### config.mk
export PLATFORM = sky130hd
export DESIGN_NAME = sd_spi_init_and_block_read_flat
export DESIGN_NICKNAME = d
export VERILOG_FILES = /design/src/hdl/sdspi_pkg.sv /design/src/hdl/sdspi_if.sv /design/src/hdl/sd_spi_init_and_block_read.sv /design/src/hdl/sdspi_cfg_regs.sv /design/src/hdl/sdspi_seq.sv /design/src/hdl/sdspi_io_regs.sv /design/src/flat_wrapper.sv
export SDC_FILE = /design/constraint.sdc
export NUM_CORES = 1
export LEC_CHECK = 0
export ABC_AREA = 1
export BUFFER_PORTS_ARGS = -buffer_cell sky130_fd_sc_hd__buf_2
export CORE_ASPECT_RATIO = 1.2
export CORE_MARGIN = 3
export CORE_UTILIZATION = 65
export CTS_CLUSTER_DIAMETER = 50
export DETAILED_ROUTE_END_ITERATION = 6
export PLACE_DENSITY_LB_ADDON = 0.2
export SLEW_MARGIN = 20
export SYNTH_ARGS = -nofsm -noshare
export SYNTH_HDL_FRONTEND = slang
export SYNTH_SLANG_ARGS = --single-unit
### constraint.sdc
create_clock -name clk -period 7.52 [get_ports clk]
set_clock_uncertainty 0.1 [all_clocks]
set_input_delay 1.128 -clock clk [delete_from_list [all_inputs] [get_ports clk]]
set_output_delay 1.128 -clock clk [all_outputs]
set_load 0.005 [all_outputs]
### src/hdl/sdspi_pkg.sv
`default_nettype none
package sdspi_pkg;

  localparam int unsigned NumCfgRegs = 5;
  localparam int unsigned CfgIdxW = 3;

  typedef enum logic [CfgIdxW-1:0] {
    CFG_RESPONSE_RETRIES    = 3'd0,
    CFG_INIT_CLOCK_BYTES    = 3'd1,
    CFG_READ_PREAMBLE_BYTES = 3'd2,
    CFG_OP_COND_LIMIT       = 3'd3,
    CFG_TOKEN_LIMIT         = 3'd4
  } cfg_idx_t;

  typedef enum logic [1:0] {
    OP_EXCHANGE   = 2'd0,
    OP_START_INIT = 2'd1,
    OP_START_READ = 2'd2,
    OP_RESERVED   = 2'd3
  } op_t;

  typedef enum logic [10:0] {
    PH_IDLE  = 11'b00000000001,
    PH_CLK   = 11'b00000000010,
    PH_CMD   = 11'b00000000100,
    PH_POLL  = 11'b00000001000,
    PH_RESP  = 11'b00000010000,
    PH_TAIL  = 11'b00000100000,
    PH_PRE   = 11'b00001000000,
    PH_TOKEN = 11'b00010000000,
    PH_DATA  = 11'b00100000000,
    PH_CRC   = 11'b01000000000,
    PH_RTAIL = 11'b10000000000
  } phase_t;

  typedef enum logic [2:0] {
    K_CMD0   = 3'd0,
    K_CMD8   = 3'd1,
    K_CMD55  = 3'd2,
    K_ACMD41 = 3'd3,
    K_CMD58  = 3'd4,
    K_CMD16  = 3'd5,
    K_CMD17  = 3'd6
  } sd_cmd_t;

  typedef enum logic [3:0] {
    ST_OK            = 4'd0,
    ST_CMD0          = 4'd1,
    ST_ILLEGAL_CMD8  = 4'd2,
    ST_CMD8          = 4'd3,
    ST_ECHO          = 4'd4,
    ST_CMD55         = 4'd5,
    ST_ACMD41_TMO    = 4'd6,
    ST_CMD58         = 4'd7,
    ST_CMD16         = 4'd8,
    ST_CMD17         = 4'd9,
    ST_TOKEN_TMO     = 4'd10
  } status_t;

  localparam logic [7:0]  FILL_BYTE   = 8'hFF;
  localparam logic [7:0]  START_TOKEN = 8'hFE;
  localparam logic [7:0]  R1_IDLE     = 8'h01;
  localparam logic [7:0]  R1_ILLEGAL  = 8'h05;
  localparam logic [7:0]  ECHO_PATT   = 8'hAA;
  localparam logic [31:0] ARG_CMD8    = 32'h0000_01AA;
  localparam logic [31:0] ARG_ACMD41  = 32'h4000_0000;
  localparam logic [2:0]  FRAME_LAST  = 3'd5;

  typedef struct packed {
    logic [3:0]  response_retries;
    logic [7:0]  init_clock_bytes;
    logic [7:0]  read_preamble_bytes;
    logic [15:0] op_cond_limit;
    logic [23:0] token_limit;
  } cfg_t;

  typedef struct packed {
    logic [1:0]  command;
    logic [31:0] blk_addr;
    logic [7:0]  rx_byte;
  } item_t;

  typedef struct packed {
    logic        tx_valid;
    logic [7:0]  tx_byte;
    logic        chip_select;
    logic        data_valid;
    logic [7:0]  data_byte;
    logic        data_last;
    logic        done_res;
    logic [3:0]  status;
    logic [31:0] ocr;
  } result_t;

  function automatic logic [7:0] cmd_code(input sd_cmd_t k);
    case (k)
      K_CMD0:   cmd_code = 8'd0;
      K_CMD8:   cmd_code = 8'd8;
      K_CMD55:  cmd_code = 8'd55;
      K_ACMD41: cmd_code = 8'd41;
      K_CMD58:  cmd_code = 8'd58;
      K_CMD16:  cmd_code = 8'd16;
      K_CMD17:  cmd_code = 8'd17;
      default:  cmd_code = 8'd0;
    endcase
  endfunction

  function automatic logic [7:0] cmd_crc(input sd_cmd_t k);
    case (k)
      K_CMD0:  cmd_crc = 8'h95;
      K_CMD8:  cmd_crc = 8'h87;
      default: cmd_crc = 8'hFF;
    endcase
  endfunction

  function automatic logic [2:0] cmd_len(input sd_cmd_t k);
    case (k)
      K_CMD8, K_CMD58: cmd_len = 3'd5;
      default:         cmd_len = 3'd1;
    endcase
  endfunction

endpackage
`default_nettype wire

### src/hdl/sdspi_if.sv
`default_nettype none
interface sdspi_in_if import sdspi_pkg::*; ();
  logic  valid;
  logic  ready;
  item_t data;
  modport source (output valid, output data, input ready);
  modport sink (input valid, input data, output ready);
endinterface

interface sdspi_out_if import sdspi_pkg::*; ();
  logic    valid;
  logic    ready;
  result_t data;
  modport source (output valid, output data, input ready);
  modport sink (input valid, input data, output ready);
endinterface

interface sdspi_cfg_if import sdspi_pkg::*; ();
  logic               valid;
  logic               ready;
  logic [CfgIdxW-1:0] index;
  logic [31:0]        wdata;
  modport source (output valid, output index, output wdata, input ready);
  modport sink (input valid, input index, input wdata, output ready);
endinterface
`default_nettype wire

### src/hdl/sd_spi_init_and_block_read.sv
// SPI-mode SD card sequencer. Send command 1 (init) or 2 (block read with blk_addr),
// then feed back each received byte with command 0; every beat in gives one beat out
// holding the next byte to send and its chip select, any block data byte, and a done
// flag with status at the end. One beat per clock is sustained while out_ch.ready holds;
// each beat passes through the input register, then the registered result.
// A start command aborts any running sequence.
`default_nettype none
module sd_spi_init_and_block_read import sdspi_pkg::*; #(
  parameter int unsigned BLOCK_BYTES = 512
) (
  input  wire         clk,
  input  wire         rst_n,
  sdspi_in_if.sink    in_ch,
  sdspi_out_if.source out_ch,
  sdspi_cfg_if.sink   cfg_ch
);

  cfg_t    regs;
  logic    step;
  item_t   item;
  result_t res;

  sdspi_cfg_regs u_cfg (.clk(clk), .rst_n(rst_n), .cfg(cfg_ch), .regs(regs));

  sdspi_io_regs u_io (
    .clk(clk), .rst_n(rst_n), .in_ch(in_ch), .out_ch(out_ch),
    .step(step), .item(item), .res(res)
  );

  sdspi_seq #(.BLOCK_BYTES(BLOCK_BYTES)) u_seq (
    .clk(clk), .rst_n(rst_n), .step(step), .item(item), .cfg(regs), .res(res)
  );

endmodule
`default_nettype wire

### src/hdl/sdspi_cfg_regs.sv
`default_nettype none
module sdspi_cfg_regs import sdspi_pkg::*; (
  input  wire       clk,
  input  wire       rst_n,
  sdspi_cfg_if.sink cfg,
  output cfg_t      regs
);

  cfg_t regs_r;

  assign cfg.ready = 1'b1;
  assign regs = regs_r;

  always_ff @(posedge clk) begin
    if (!rst_n) begin
      regs_r.response_retries    <= 4'd8;
      regs_r.init_clock_bytes    <= 8'd10;
      regs_r.read_preamble_bytes <= 8'd10;
      regs_r.op_cond_limit       <= 16'd50000;
      regs_r.token_limit         <= 24'd1000000;
    end else if (cfg.valid) begin
      case (cfg.index)
        CFG_RESPONSE_RETRIES:    regs_r.response_retries    <= cfg.wdata[3:0];
        CFG_INIT_CLOCK_BYTES:    regs_r.init_clock_bytes    <= cfg.wdata[7:0];
        CFG_READ_PREAMBLE_BYTES: regs_r.read_preamble_bytes <= cfg.wdata[7:0];
        CFG_OP_COND_LIMIT:       regs_r.op_cond_limit       <= cfg.wdata[15:0];
        CFG_TOKEN_LIMIT:         regs_r.token_limit         <= cfg.wdata[23:0];
        default: ;
      endcase
    end
  end

endmodule
`default_nettype wire

### src/hdl/sdspi_seq.sv
`default_nettype none
module sdspi_seq import sdspi_pkg::*; #(
  parameter int unsigned BLOCK_BYTES = 512
) (
  input  wire     clk,
  input  wire     rst_n,
  input  wire     step,
  input  item_t   item,
  input  cfg_t    cfg,
  output result_t res
);

  localparam int unsigned CntW = $clog2(BLOCK_BYTES + 1);
  localparam logic [CntW-1:0] LastIdx = CntW'(BLOCK_BYTES - 1);

  phase_t        phase_r, phase_nxt;
  logic [CntW-1:0] byte_count_r, byte_count_nxt, bc_inc;
  logic [3:0]    retry_count_r, retry_count_nxt, retry_lim;
  logic [15:0]   opcond_count_r, opcond_count_nxt;
  logic [23:0]   token_count_r, token_count_nxt;
  logic [31:0]   arg_r, arg_nxt;
  logic [31:0]   ocr_r, ocr_nxt;
  logic [2:0]    rindex_r, rindex_nxt;
  logic          echo_ok_r, echo_ok_nxt;
  sd_cmd_t       cur_cmd_r, cur_cmd_nxt;
  logic [7:0]    last_r1_r, last_r1_nxt;
  result_t       o;
  logic [7:0]    rx;
  op_t           op;

  function automatic logic [7:0] frame_byte(input sd_cmd_t k, input logic [31:0] a,
                                            input logic [2:0] i);
    case (i)
      3'd0:    frame_byte = 8'h40 | cmd_code(k);
      3'd1:    frame_byte = a[31:24];
      3'd2:    frame_byte = a[23:16];
      3'd3:    frame_byte = a[15:8];
      3'd4:    frame_byte = a[7:0];
      default: frame_byte = cmd_crc(k);
    endcase
  endfunction

  assign rx = item.rx_byte;
  assign op = op_t'(item.command);
  assign bc_inc = byte_count_r + 1'b1;
  assign retry_lim = (cfg.response_retries == 4'd0) ? 4'd1 : cfg.response_retries;

  always_comb begin
    logic [15:0] opc;
    logic [23:0] tok;
    logic [2:0]  ri;
    logic        do_start, do_after;
    sd_cmd_t     start_k;
    phase_nxt = phase_r;
    byte_count_nxt = byte_count_r;
    retry_count_nxt = retry_count_r;
    opcond_count_nxt = opcond_count_r;
    token_count_nxt = token_count_r;
    arg_nxt = arg_r;
    ocr_nxt = ocr_r;
    rindex_nxt = rindex_r;
    echo_ok_nxt = echo_ok_r;
    cur_cmd_nxt = cur_cmd_r;
    last_r1_nxt = last_r1_r;
    o = '0;
    do_start = 1'b0;
    do_after = 1'b0;
    start_k = K_CMD0;
    opc = opcond_count_r + 16'd1;
    tok = token_count_r + 24'd1;
    ri = rindex_r + 3'd1;

    if (op == OP_START_INIT) begin
      byte_count_nxt = '0;
      if (cfg.init_clock_bytes == 8'd0) begin
        do_start = 1'b1; start_k = K_CMD0;
      end else begin
        phase_nxt = PH_CLK; o.tx_valid = 1'b1; o.tx_byte = FILL_BYTE;
      end
    end else if (op == OP_START_READ) begin
      byte_count_nxt = '0;
      arg_nxt = item.blk_addr;
      cur_cmd_nxt = K_CMD17;
      if (cfg.read_preamble_bytes == 8'd0) begin
        do_start = 1'b1; start_k = K_CMD17;
      end else begin
        phase_nxt = PH_PRE; o.tx_valid = 1'b1; o.tx_byte = FILL_BYTE;
      end
    end else begin
      case (phase_r)
        PH_CLK: begin
          byte_count_nxt = bc_inc;
          if (bc_inc < CntW'(cfg.init_clock_bytes)) begin
            o.tx_valid = 1'b1; o.tx_byte = FILL_BYTE;
          end else begin
            do_start = 1'b1; start_k = K_CMD0;
          end
        end
        PH_PRE: begin
          byte_count_nxt = bc_inc;
          if (bc_inc < CntW'(cfg.read_preamble_bytes)) begin
            o.tx_valid = 1'b1; o.tx_byte = FILL_BYTE;
          end else begin
            do_start = 1'b1; start_k = K_CMD17;
          end
        end
        PH_CMD: begin
          byte_count_nxt = bc_inc;
          o.tx_valid = 1'b1; o.chip_select = 1'b1;
          if (bc_inc < CntW'(6)) begin
            o.tx_byte = frame_byte(cur_cmd_r, arg_r, bc_inc[2:0]);
          end else begin
            phase_nxt = PH_POLL; retry_count_nxt = 4'd0; o.tx_byte = FILL_BYTE;
          end
        end
        PH_POLL: begin
          retry_count_nxt = retry_count_r + 4'd1;
          if (!rx[7] || (retry_count_r + 4'd1) >= retry_lim) begin
            last_r1_nxt = rx;
            rindex_nxt = 3'd1;
            if (cmd_len(cur_cmd_r) > 3'd1) begin
              phase_nxt = PH_RESP;
              o.tx_valid = 1'b1; o.tx_byte = FILL_BYTE; o.chip_select = 1'b1;
            end else begin
              do_after = 1'b1;
            end
          end else begin
            o.tx_valid = 1'b1; o.tx_byte = FILL_BYTE; o.chip_select = 1'b1;
          end
        end
        PH_RESP: begin
          if (cur_cmd_r == K_CMD8) begin
            if (rindex_r == 3'd3 && rx != R1_IDLE) echo_ok_nxt = 1'b0;
            if (rindex_r == 3'd4 && rx != ECHO_PATT) echo_ok_nxt = 1'b0;
          end else if (cur_cmd_r == K_CMD58) begin
            ocr_nxt = {ocr_r[23:0], rx};
          end
          rindex_nxt = ri;
          if (ri >= cmd_len(cur_cmd_r)) begin
            do_after = 1'b1;
          end else begin
            o.tx_valid = 1'b1; o.tx_byte = FILL_BYTE; o.chip_select = 1'b1;
          end
        end
        PH_TAIL: begin
          case (cur_cmd_r)
            K_CMD0: begin
              if (last_r1_r != R1_IDLE) begin
                o.done_res = 1'b1; o.status = ST_CMD0;
              end else begin
                do_start = 1'b1; start_k = K_CMD8;
              end
            end
            K_CMD8: begin
              if (last_r1_r == R1_ILLEGAL) begin
                o.done_res = 1'b1; o.status = ST_ILLEGAL_CMD8;
              end else if (last_r1_r != R1_IDLE) begin
                o.done_res = 1'b1; o.status = ST_CMD8;
              end else if (!echo_ok_r) begin
                o.done_res = 1'b1; o.status = ST_ECHO;
              end else begin
                opcond_count_nxt = 16'd0; do_start = 1'b1; start_k = K_CMD55;
              end
            end
            K_CMD55: begin
              if (last_r1_r > 8'd1) begin
                o.done_res = 1'b1; o.status = ST_CMD55;
              end else begin
                do_start = 1'b1; start_k = K_ACMD41;
              end
            end
            K_ACMD41: begin
              opcond_count_nxt = opc;
              if (cfg.op_cond_limit == 16'd0 || opc >= cfg.op_cond_limit) begin
                o.done_res = 1'b1; o.status = ST_ACMD41_TMO;
              end else if (last_r1_r != 8'd0) begin
                do_start = 1'b1; start_k = K_CMD55;
              end else begin
                do_start = 1'b1; start_k = K_CMD58;
              end
            end
            K_CMD58: begin
              if (last_r1_r != 8'd0) begin
                o.done_res = 1'b1; o.status = ST_CMD58;
              end else begin
                do_start = 1'b1; start_k = K_CMD16;
              end
            end
            K_CMD16: begin
              o.done_res = 1'b1;
              o.status = (last_r1_r != 8'd0) ? ST_CMD16 : ST_OK;
            end
            default: begin
              o.done_res = 1'b1; o.status = ST_OK;
            end
          endcase
          if (o.done_res) phase_nxt = PH_IDLE;
        end
        PH_TOKEN: begin
          token_count_nxt = tok;
          if (cfg.token_limit == 24'd0 || tok >= cfg.token_limit) begin
            phase_nxt = PH_IDLE; o.done_res = 1'b1; o.status = ST_TOKEN_TMO;
          end else begin
            if (rx == START_TOKEN) begin
              phase_nxt = PH_DATA; byte_count_nxt = '0;
            end
            o.tx_valid = 1'b1; o.tx_byte = FILL_BYTE; o.chip_select = 1'b1;
          end
        end
        PH_DATA: begin
          o.data_valid = 1'b1;
          o.data_byte = rx;
          o.data_last = (byte_count_r == LastIdx);
          o.tx_valid = 1'b1; o.tx_byte = FILL_BYTE; o.chip_select = 1'b1;
          if (byte_count_r == LastIdx) begin
            phase_nxt = PH_CRC; byte_count_nxt = '0;
          end else begin
            byte_count_nxt = bc_inc;
          end
        end
        PH_CRC: begin
          byte_count_nxt = bc_inc;
          o.tx_valid = 1'b1; o.tx_byte = FILL_BYTE;
          if (bc_inc < CntW'(2)) begin
            o.chip_select = 1'b1;
          end else begin
            phase_nxt = PH_RTAIL;
          end
        end
        PH_RTAIL: begin
          phase_nxt = PH_IDLE; o.done_res = 1'b1; o.status = ST_OK;
        end
        default: phase_nxt = PH_IDLE;
      endcase
    end

    if (do_after) begin
      if (cur_cmd_r == K_CMD17) begin
        if (last_r1_nxt != 8'd0) begin
          phase_nxt = PH_IDLE; o.done_res = 1'b1; o.status = ST_CMD17;
        end else begin
          phase_nxt = PH_TOKEN; token_count_nxt = 24'd0;
          o.tx_valid = 1'b1; o.tx_byte = FILL_BYTE; o.chip_select = 1'b1;
        end
      end else begin
        phase_nxt = PH_TAIL;
        o.tx_valid = 1'b1; o.tx_byte = FILL_BYTE;
      end
    end

    if (do_start) begin
      cur_cmd_nxt = start_k;
      case (start_k)
        K_CMD8:   begin arg_nxt = ARG_CMD8; echo_ok_nxt = 1'b1; end
        K_ACMD41: arg_nxt = ARG_ACMD41;
        K_CMD16:  arg_nxt = 32'(BLOCK_BYTES);
        K_CMD17:  ;
        default:  arg_nxt = 32'd0;
      endcase
      phase_nxt = PH_CMD;
      byte_count_nxt = '0;
      o.tx_valid = 1'b1; o.chip_select = 1'b1;
      o.tx_byte = frame_byte(start_k, arg_nxt, 3'd0);
    end

    o.ocr = ocr_nxt;
  end

  assign res = o;

  always_ff @(posedge clk) begin
    if (!rst_n) begin
      phase_r <= PH_IDLE;
      byte_count_r <= '0;
      retry_count_r <= '0;
      opcond_count_r <= '0;
      token_count_r <= '0;
      arg_r <= '0;
      ocr_r <= '0;
      rindex_r <= '0;
      echo_ok_r <= 1'b1;
      cur_cmd_r <= K_CMD0;
      last_r1_r <= '0;
    end else if (step) begin
      phase_r <= phase_nxt;
      byte_count_r <= byte_count_nxt;
      retry_count_r <= retry_count_nxt;
      opcond_count_r <= opcond_count_nxt;
      token_count_r <= token_count_nxt;
      arg_r <= arg_nxt;
      ocr_r <= ocr_nxt;
      rindex_r <= rindex_nxt;
      echo_ok_r <= echo_ok_nxt;
      cur_cmd_r <= cur_cmd_nxt;
      last_r1_r <= last_r1_nxt;
    end
  end

  a_onehot: assert property (@(posedge clk) disable iff (!rst_n) $onehot(phase_r))
    else $error("phase not one-hot");
  a_done_idle: assert property (@(posedge clk) disable iff (!rst_n)
    step && res.done_res |=> phase_r == PH_IDLE)
    else $error("done without idle");
  a_done_notx: assert property (@(posedge clk) disable iff (!rst_n)
    res.done_res |-> !res.tx_valid)
    else $error("done with exchange");
  a_data_cs: assert property (@(posedge clk) disable iff (!rst_n)
    res.data_valid |-> res.chip_select && phase_r == PH_DATA)
    else $error("data outside data phase");

endmodule
`default_nettype wire

### src/hdl/sdspi_io_regs.sv
`default_nettype none
module sdspi_io_regs import sdspi_pkg::*; (
  input  wire          clk,
  input  wire          rst_n,
  sdspi_in_if.sink     in_ch,
  sdspi_out_if.source  out_ch,
  output logic         step,
  output item_t        item,
  input  result_t      res
);

  logic    in_valid_r;
  item_t   in_data_r;
  logic    out_valid_r;
  result_t out_data_r;
  logic    move;

  // input stage advances when the result slot is free or draining
  assign move = in_valid_r && (!out_valid_r || out_ch.ready);
  assign in_ch.ready = !in_valid_r || move;
  assign step = move;
  assign item = in_data_r;
  assign out_ch.valid = out_valid_r;
  assign out_ch.data = out_data_r;

  always_ff @(posedge clk) begin
    if (!rst_n) begin
      in_valid_r <= 1'b0;
      out_valid_r <= 1'b0;
    end else begin
      if (in_ch.ready) in_valid_r <= in_ch.valid;
      if (move) out_valid_r <= 1'b1;
      else if (out_ch.ready) out_valid_r <= 1'b0;
    end
  end

  always_ff @(posedge clk) begin
    if (in_ch.ready && in_ch.valid) in_data_r <= in_ch.data;
    if (move) out_data_r <= res;
  end

endmodule
`default_nettype wire
### src/flat_wrapper.sv
// flat-port wrapper written by rule: the top's interface ports become plain ports
module sd_spi_init_and_block_read_flat import sdspi_pkg::*;
#(
  parameter int unsigned BLOCK_BYTES = 512
)
  (clk, rst_n, in_ch_valid, in_ch_data, in_ch_ready, out_ch_valid, out_ch_data, out_ch_ready, cfg_ch_valid, cfg_ch_index, cfg_ch_wdata, cfg_ch_ready);
  sdspi_in_if in_ch_i ();
  sdspi_out_if out_ch_i ();
  sdspi_cfg_if cfg_ch_i ();
  input  wire clk;
  input  wire rst_n;
  input wire logic [$bits(in_ch_i.valid)-1:0] in_ch_valid;
  input wire logic [$bits(in_ch_i.data)-1:0] in_ch_data;
  output wire logic [$bits(in_ch_i.ready)-1:0] in_ch_ready;
  output wire logic [$bits(out_ch_i.valid)-1:0] out_ch_valid;
  output wire logic [$bits(out_ch_i.data)-1:0] out_ch_data;
  input wire logic [$bits(out_ch_i.ready)-1:0] out_ch_ready;
  input wire logic [$bits(cfg_ch_i.valid)-1:0] cfg_ch_valid;
  input wire logic [$bits(cfg_ch_i.index)-1:0] cfg_ch_index;
  input wire logic [$bits(cfg_ch_i.wdata)-1:0] cfg_ch_wdata;
  output wire logic [$bits(cfg_ch_i.ready)-1:0] cfg_ch_ready;
  assign in_ch_i.valid = in_ch_valid;
  assign in_ch_i.data = in_ch_data;
  assign in_ch_ready = in_ch_i.ready;
  assign out_ch_valid = out_ch_i.valid;
  assign out_ch_data = out_ch_i.data;
  assign out_ch_i.ready = out_ch_ready;
  assign cfg_ch_i.valid = cfg_ch_valid;
  assign cfg_ch_i.index = cfg_ch_index;
  assign cfg_ch_i.wdata = cfg_ch_wdata;
  assign cfg_ch_ready = cfg_ch_i.ready;
  sd_spi_init_and_block_read #(.BLOCK_BYTES(BLOCK_BYTES)) u_core (.clk(clk), .rst_n(rst_n), .in_ch(in_ch_i), .out_ch(out_ch_i), .cfg_ch(cfg_ch_i));
endmodule
==> results.yml, run 1 <==
floorplanning:
  die_area_mm2: 0.02711
  ioPinCount: 142
  die_y_um: 179.8
  die_x_um: 150.8
  num_rows: 62
  initial_utilization: 0.6715
  core_area_mm2: 0.02436
finish:
  nFillCells: 1823
  drive_gt1_frac: 0.1070
  antenna_cells: 0
  syn_to_final_growth_pct: 12.13
  final_nets: 2427
  layoutNonFillerInstCount: 2618
  fin_area_mm2: 0.01834
job:
  maxCapViolCount: 0
placement:
  dpl_cell_area_mm2: 0.01714
  dpl.hpwl_um: 29640
  io_buffers: 132
  gp_congestion: 0.9527
  dp_cells: 2554
clock_tree:
  numCtsBuffers: 35
  ctsHoldBuffers: 0
  clockRootBuffer: "clkbuf_16"
  cts_tree: "built"
  cts_setup_buffers: 0
  clock-sinks: 305
  post_cts_resize_count: 0
  clkLatencyLatePin_ns: 0.53
  clk_pin_slew_ns: 0.06
  clockBufferDepth: 3
  cts_htree_levels: 2
global_routing:
  overflow: 0
  grt_max_degree: 112
  grt_usage: 0.3018
  antenna_found_initial: 0
  grt_pass1_wl_um: 67530
  grt_pass1_vias: 14230
detailed_routing:
  drt-vias-per-instance: 5.688
  post-route-drc-count: 0
  wl_per_cell_um: 15.89
  firstDrtPassIters: 6
  via_count: 14890
  ant_nets: 0
  drt_iter0_markers: 1043
  wl_um: 41600
worst_setup_path:
  cpPeakStageDelay_ns: 0.40
  crit_family: "simple AND/OR/NAND/NOR gates"
  crit_arrival_ns: 5.49
  startpoint_type: "flop"
  critPathCaptureType: "flop"
  critPathBufInv: 4
  cp_max_fo: 7
  path_class: "flop to flop"
  cp_slowest_cell: "dfxtp_1"
  cp_common_cell: "nor2_1"
  required_ns: 7.69
logic_synthesis:
  synth_top_cell_area_share: 0.2521
  yosysUniqueCellTypes: 60
  synth_top_cells_by_area: "dfxtp_1, edfxtp_1, nand2_1"
  async_flop_share: 0
  ys_ff_latch: 305
  syn-num-nets: 2327
  yosys.area.top_type: "dfxtp_1"
  ys_seq_area_frac: 0.4339
  yosysWarnings: 0
  synth_ff_type: "dfxtp_1"
  syn_avg_cell_area_um2: 7.534
  syn-instance-count: 2171
  synth_area_mm2: 0.01636
  synth_edf_count: 99
sta:
  finalCritPeriodShare: 0.7069
  fin_crit_ns: 5.316
  fmax_mhz: 188.1
  finalHoldViolCount: 0
  final_max_slew_viol_count: 0
  rsz0062_at_grt: "no"
  setup_viol: 0
  tns_ns: 0
  max_slew.worst_pin.slew_ns: 1.105
  slew_headroom: 0.2631
power:
  leakage_uw: 0.008485
  peakVddDrop_mv: 0.2193
  powerDensity_mw_per_mm2: 218.3
hold_path:
  hold_path.class: "flop to flop"
run_status:
  status: "complete, no violations"
==> metal layers <==
metal	track usage	routed length (um)	vias to the layer above
li1	-	-	7377
met5	0	0	-
met1	0.3766	16850	6801
met2	0.5134	20010	586
met3	0.04786	2818	126
met4	0.1310	1927	0
==> state kept, by name, summed over array words and instances, names as in the netlist <==
register and count:
u_core.u_cfg.regs 60, u_core.u_io.out_ch.data 57, u_core.u_io.item 42, u_core.u_seq.arg_r 32
u_core.u_seq.ocr_r 32, u_core.u_seq.token_count_r 24, u_core.u_seq.opcond_count_r 16, u_core.u_seq.phase_r 11
u_core.u_seq.byte_count_r 10, u_core.u_seq.last_r1_r 8, u_core.u_seq.retry_count_r 4, u_core.u_seq.cur_cmd_r 3
u_core.u_seq.rindex_r 3, u_core.u_io.in_valid_r 1, u_core.u_io.out_ch.valid 1, u_core.u_seq.echo_ok_r 1
==> cell type report <==
cell class | count | area (um^2) | area share
multi-input cells | 1427 | 7564 | 0.4124
flip-flops and latches | 305 | 7097 | 0.3869
inverters | 362 | 1361 | 0.07422
clock buffers | 44 | 939.7 | 0.05123
repair buffers | 140 | 720.7 | 0.03929
well taps | 320 | 400.4 | 0.02183
clock inverters | 20 | 259.0 | 0.01412
==> path summary, 6_finish.rpt <==
| check | start | slack [ns] | endpoint | depth (start not counted) |
|---|---|---|---|---|
| setup / recovery | u_core.u_seq.token_count_r[0]$_SDFFE_PN0P_ | 2.20 | u_core.u_io.out_ch.data[50]$_DFFE_PP_ | 27 |
| hold / removal | u_core.u_seq.opcond_count_r[10]$_SDFFE_PN0P_ | 0.36 | u_core.u_seq.opcond_count_r[10]$_SDFFE_PN0P_ | 2 |
| setup reg to reg | u_core.u_seq.token_count_r[0]$_SDFFE_PN0P_ | 2.20 | u_core.u_io.out_ch.data[50]$_DFFE_PP_ | 27 |
| hold reg to reg | u_core.u_seq.opcond_count_r[10]$_SDFFE_PN0P_ | 0.36 | u_core.u_seq.opcond_count_r[10]$_SDFFE_PN0P_ | 2 |
==> cell usage after synthesis, drive strengths merged (3+ instances only) <==
master,instances
o22ai,7
nor2,213
o211ai,49
a21oi,189
nor4,14
o2111ai,3
clkbuf,56
nand3,105
o21bai,3
dfxtp,206
o221ai,3
o21a,4
inv,360
nand4,37
xnor2,5
nand2,402
o31ai,7
buf,21
nor3,30
xor2,26
ha,74
a211oi,7
or2,3
o21ai,220
edfxtp,99
a31oi,6
==> stage by stage <==
| stage | total power [uW] | utilization | worst slack [ns] | hold WS [ns] |
|---|---|---|---|---|
| 3_5_place_dp | 2264 | 0.7038 | 2.289 | 0.3548 |
| 6_report | 4003 | 0.7530 | 2.204 | 0.3624 |
| 2_1_floorplan | 2138 | - | 3.470 | 0.3409 |
| 5_1_grt | 4143 | 0.7530 | 1.638 | 0.3861 |
| 3_3_place_gp | 2248 | 0.7038 | 2.460 | 0.3490 |
| 4_1_cts | 4010 | 0.7530 | 2.260 | 0.3662 |
==> power by group <==
group	switching (uW)	total, uW	internal, uW
Combinational	279	413	133
Sequential	44.4	1830	1780
Clock	691	1760	1070
==> cell families (layout without fill, tap and decap cells) <==
family / Yosys count / after routing / share of synthesized area
compound gates: 507 / 507 / 0.1712
xor+xnor: 31 / 31 / 0.01660
fa+ha+maj: 74 / 74 / 0.05661
buf+inv: 439 / 566 / 0.1044
flops: 305 / 305 / 0.4339
mux: 2 / 2 / 0.001224
other cells: 1 / 1 / 0.0002293
simple gates: 812 / 812 / 0.2159
==> worst min-delay path, stage by stage, from the launching register on <==
cell and delay, ns:
dfxtp_1 0.31, nand2_1 0.06, a21oi_1 0.05
==> placed cells by master, fill, tap and decap left out, types with 4 or more instances in the layout <==
cell,instances
buf_2,132
a31oi_1,6
o31ai_1,7
nor3_1,29
nand4_1,36
a211oi_1,7
a21oi_1,188
nor2_4,5
xor2_1,26
o211ai_1,49
clkbuf_1,6
clkinv_2,4
nor2_1,195
o21a_1,4
o21ai_1,7
buf_4,8
inv_6,5
edfxtp_1,99
inv_1,352
xnor2_1,5
o21ai_0,211
clkinvlp_4,4
nand3_1,100
inv_2,7
bufinv_16,5
nor2_2,13
dfxtp_1,206
nand2_1,394
ha_1,74
nand2_2,6
nor4_1,13
o22ai_1,7
clkbuf_16,35
Power figures use the tool's default switching activity.
==> run 2: changes to the inputs <==
--- a/config.mk
+++ b/config.mk
@@ -9,7 +9,7 @@
 export BUFFER_PORTS_ARGS = -buffer_cell sky130_fd_sc_hd__buf_2
 export CORE_ASPECT_RATIO = 1.2
 export CORE_MARGIN = 3
-export CORE_UTILIZATION = 65
+export CORE_UTILIZATION = 60
 export CTS_CLUSTER_DIAMETER = 50
 export DETAILED_ROUTE_END_ITERATION = 6
 export PLACE_DENSITY_LB_ADDON = 0.2
==> constraint.sdc (replaced) <==
create_clock -name clk -period 4.9 [get_ports clk]
set_clock_uncertainty 0.1 [all_clocks]
set_input_delay 0.735 -clock clk [delete_from_list [all_inputs] [get_ports clk]]
set_output_delay 0.735 -clock clk [all_outputs]
set_load 0.005 [all_outputs]
==> run 2 against run 1 <==
  * Combinational power increased by 56%
  * Non-clock buffer count increased by 17
  * Wire length about the same
  * Global-route usage decreased by 2.7 points
  * Via count decreased by 1.0%
  * Cell count increased by 1.2%
  * First-iteration DRC count increased by 30%
  * Sequential share of layout area decreased by 0.37 points
  * Clock power increased by 50%
  * Fmax increased by 17%
  * Count of clock-buffer cells in the layout unchanged
==> results.yml, run 2 (synthesis gave the netlist of run 1 again) <==
run_status:
  status: "complete, no violations"
power:
  combPwrFrac: 0.106
  powerDensity_mw_per_mm2: 328.9
  p_int_uw: 4556
  p_sw_uw: 1537
  peakVddDrop_mv: 0.3060
  clockPowerShare: 0.434
  p_seq_frac: 0.460
  leakage_uw: 0.008582
  switching_share: 0.2522
finish:
  final_nets: 2444
  mostFrequentLayoutCells: "nand2_1, inv_1, o21ai_0"
  finish.utilization: 0.6964
  layout_commonest_cell: "nand2_1"
  syn_to_final_growth_pct: 13.23
  drive_gt1_frac: 0.1162
  largest_register_ffs: 60
  fin_area_mm2: 0.01852
  nFillCells: 2201
  antenna_cells: 0
placement:
  dpl.hpwl_um: 30260
  gp_congestion: 0.9961
  dpl_cell_area_mm2: 0.01730
  pre_cts_ws_ns: 0.2526
  io_buffers: 132
global_routing:
  grt_max_degree: 111
  antenna_found_initial: 0
  grt_usage: 0.2745
  grt_pass1_wl_um: 66990
  grt_pass1_vias: 13710
  overflow: 0
clock_tree:
  clk_pin_slew_ns: 0.06
  clockBufferDepth: 3
  cts_tree: "built"
  ctsHoldBuffers: 0
  clockRootBuffer: "clkbuf_16"
  numCtsBuffers: 35
  clkLatencyLatePin_ns: 0.51
  cts_htree_levels: 2
  clock-sinks: 305
floorplanning:
  num_rows: 65
  core_area_mm2: 0.02659
  die_area_mm2: 0.02929
  die_y_um: 186.9
  die_x_um: 156.7
  initial_utilization: 0.6151
  ioPinCount: 142
hold_path:
  hold_path.class: "input pin to flop"
  min_path_cells: 1
worst_setup_path:
  cp-startpoint: "u_core.u_seq.opcond_count_r[0]$_SDFFE_PN0P_"
  critPathCaptureType: "flop"
  cp_max_fo: 7
  rr_worst_depth: 26
  cp_slowest_cell: "dfxtp_1"
  crit_arrival_ns: 4.81
  startpoint_type: "flop"
  r2r-end: "u_core.u_seq.arg_r[3]$_SDFFE_PN0P_"
  cp_common_cell: "nor2_1"
  path_class: "flop to flop"
  required_ns: 5.16
  crit_end: "u_core.u_seq.arg_r[3]$_SDFFE_PN0P_"
  reg2reg_setup_slack_ns: 0.35
  r2r-start: "u_core.u_seq.opcond_count_r[0]$_SDFFE_PN0P_"
  cpPeakStageDelay_ns: 0.44
sta:
  setup_viol: 0
  max_slew.worst_pin.slew_ns: 1.079
  finalCritPeriodShare: 0.9276
  slew_headroom: 0.2779
  fin_crit_ns: 4.545
  final_max_slew_viol_count: 0
  finalWorstSetupSlack_ns: 0.3545
  finalHoldViolCount: 0
  fmax_mhz: 220.0
detailed_routing:
  drt_iter0_markers: 1359
  firstDrtPassIters: 5
  via_count: 14740
  wl_per_cell_um: 15.69
  post-route-drc-count: 0
  drt-vias-per-instance: 5.564
  wl_um: 41570
  ant_nets: 0
job:
  maxCapViolCount: 0
[run 2: stage by stage]
| step | hold slack (ns) | power (uW) | instances | setup TNS (ns) |
|---|---|---|---|---|
| after floorplan | 0.3409 | 3282 | 2171 | 0 |
| after global placement | 0.3518 | 3466 | 2586 | 0 |
| after detailed placement | 0.3621 | 3489 | 2586 | 0 |
| after CTS | 0.2765 | 6125 | 2649 | 0 |
| after global routing | 0.2740 | 6314 | 2649 | -0.2935 |
| final | 0.2930 | 6092 | 2649 | 0 |
[run 2: worst min path at each step]
| stage | from | end |
|---|---|---|
| 2_1_floorplan | u_core.u_seq.opcond_count_r[10]$_SDFFE_PN0P_ | u_core.u_seq.opcond_count_r[10]$_SDFFE_PN0P_ |
| 3_3_place_gp | u_core.u_seq.opcond_count_r[10]$_SDFFE_PN0P_ | u_core.u_seq.opcond_count_r[10]$_SDFFE_PN0P_ |
| 3_5_place_dp | u_core.u_seq.opcond_count_r[10]$_SDFFE_PN0P_ | u_core.u_seq.opcond_count_r[10]$_SDFFE_PN0P_ |
| 4_1_cts | in_ch_data[16] | u_core.u_io.item[16]$_DFFE_PP_ |
| 5_1_grt | in_ch_data[10] | u_core.u_io.item[10]$_DFFE_PP_ |
| 6_report | in_ch_data[10] | u_core.u_io.item[10]$_DFFE_PP_ |
[run 2: cell type report]
type	count	area, um^2	share of cell area
clock inverters	19	212.7	0.01148
repair buffers	157	860.8	0.04648
inverters	362	1361	0.07350
well taps	335	419.2	0.02263
multi-input cells	1427	7616	0.4112
clock buffers	44	952.2	0.05141
flip-flops and latches	305	7098	0.3833
[run 2: repair_timing]
| action | in CTS | in global routing |
|---|---|---|
| endpoints found under the setup margin | 0 | 66 |
| gates resized for setup | 0 | 16 |
| buffers inserted | 0 | 0 |
[run 2: critical path, delay by kind of cell, from the launching register on]
family                     cells  cell delay, ns
xor gates and xnor gates       1            0.24
AOI/OAI and AO/OA              2            0.25
buffers and inverters          4            0.52
adders and majority gates      1            0.28
DFF                            1            0.44
and+or+nand+nor               18            2.56
[run 2: metal layers]
layer / track usage / wire, um / share of wire
met5: 0 / 0 / 0
met1: 0.3519 / 17560 / 0.42
met4: 0.07646 / 1096 / 0.026
met3: 0.03309 / 2043 / 0.049
met2: 0.4848 / 20870 / 0.50
[run 2: power groups by stage]
| stage | Clock, uW | Sequential [uW] | Combinational (uW) |
|---|---|---|---|
| 3_3_place_gp | 0 | 2850 | 613 |
| 4_1_cts | 2680 | 2800 | 637 |
| 5_1_grt | 2770 | 2820 | 725 |
| 3_5_place_dp | 0 | 2860 | 632 |
| 6_report | 2640 | 2810 | 645 |
| 2_1_floorplan | 0 | 2840 | 439 |
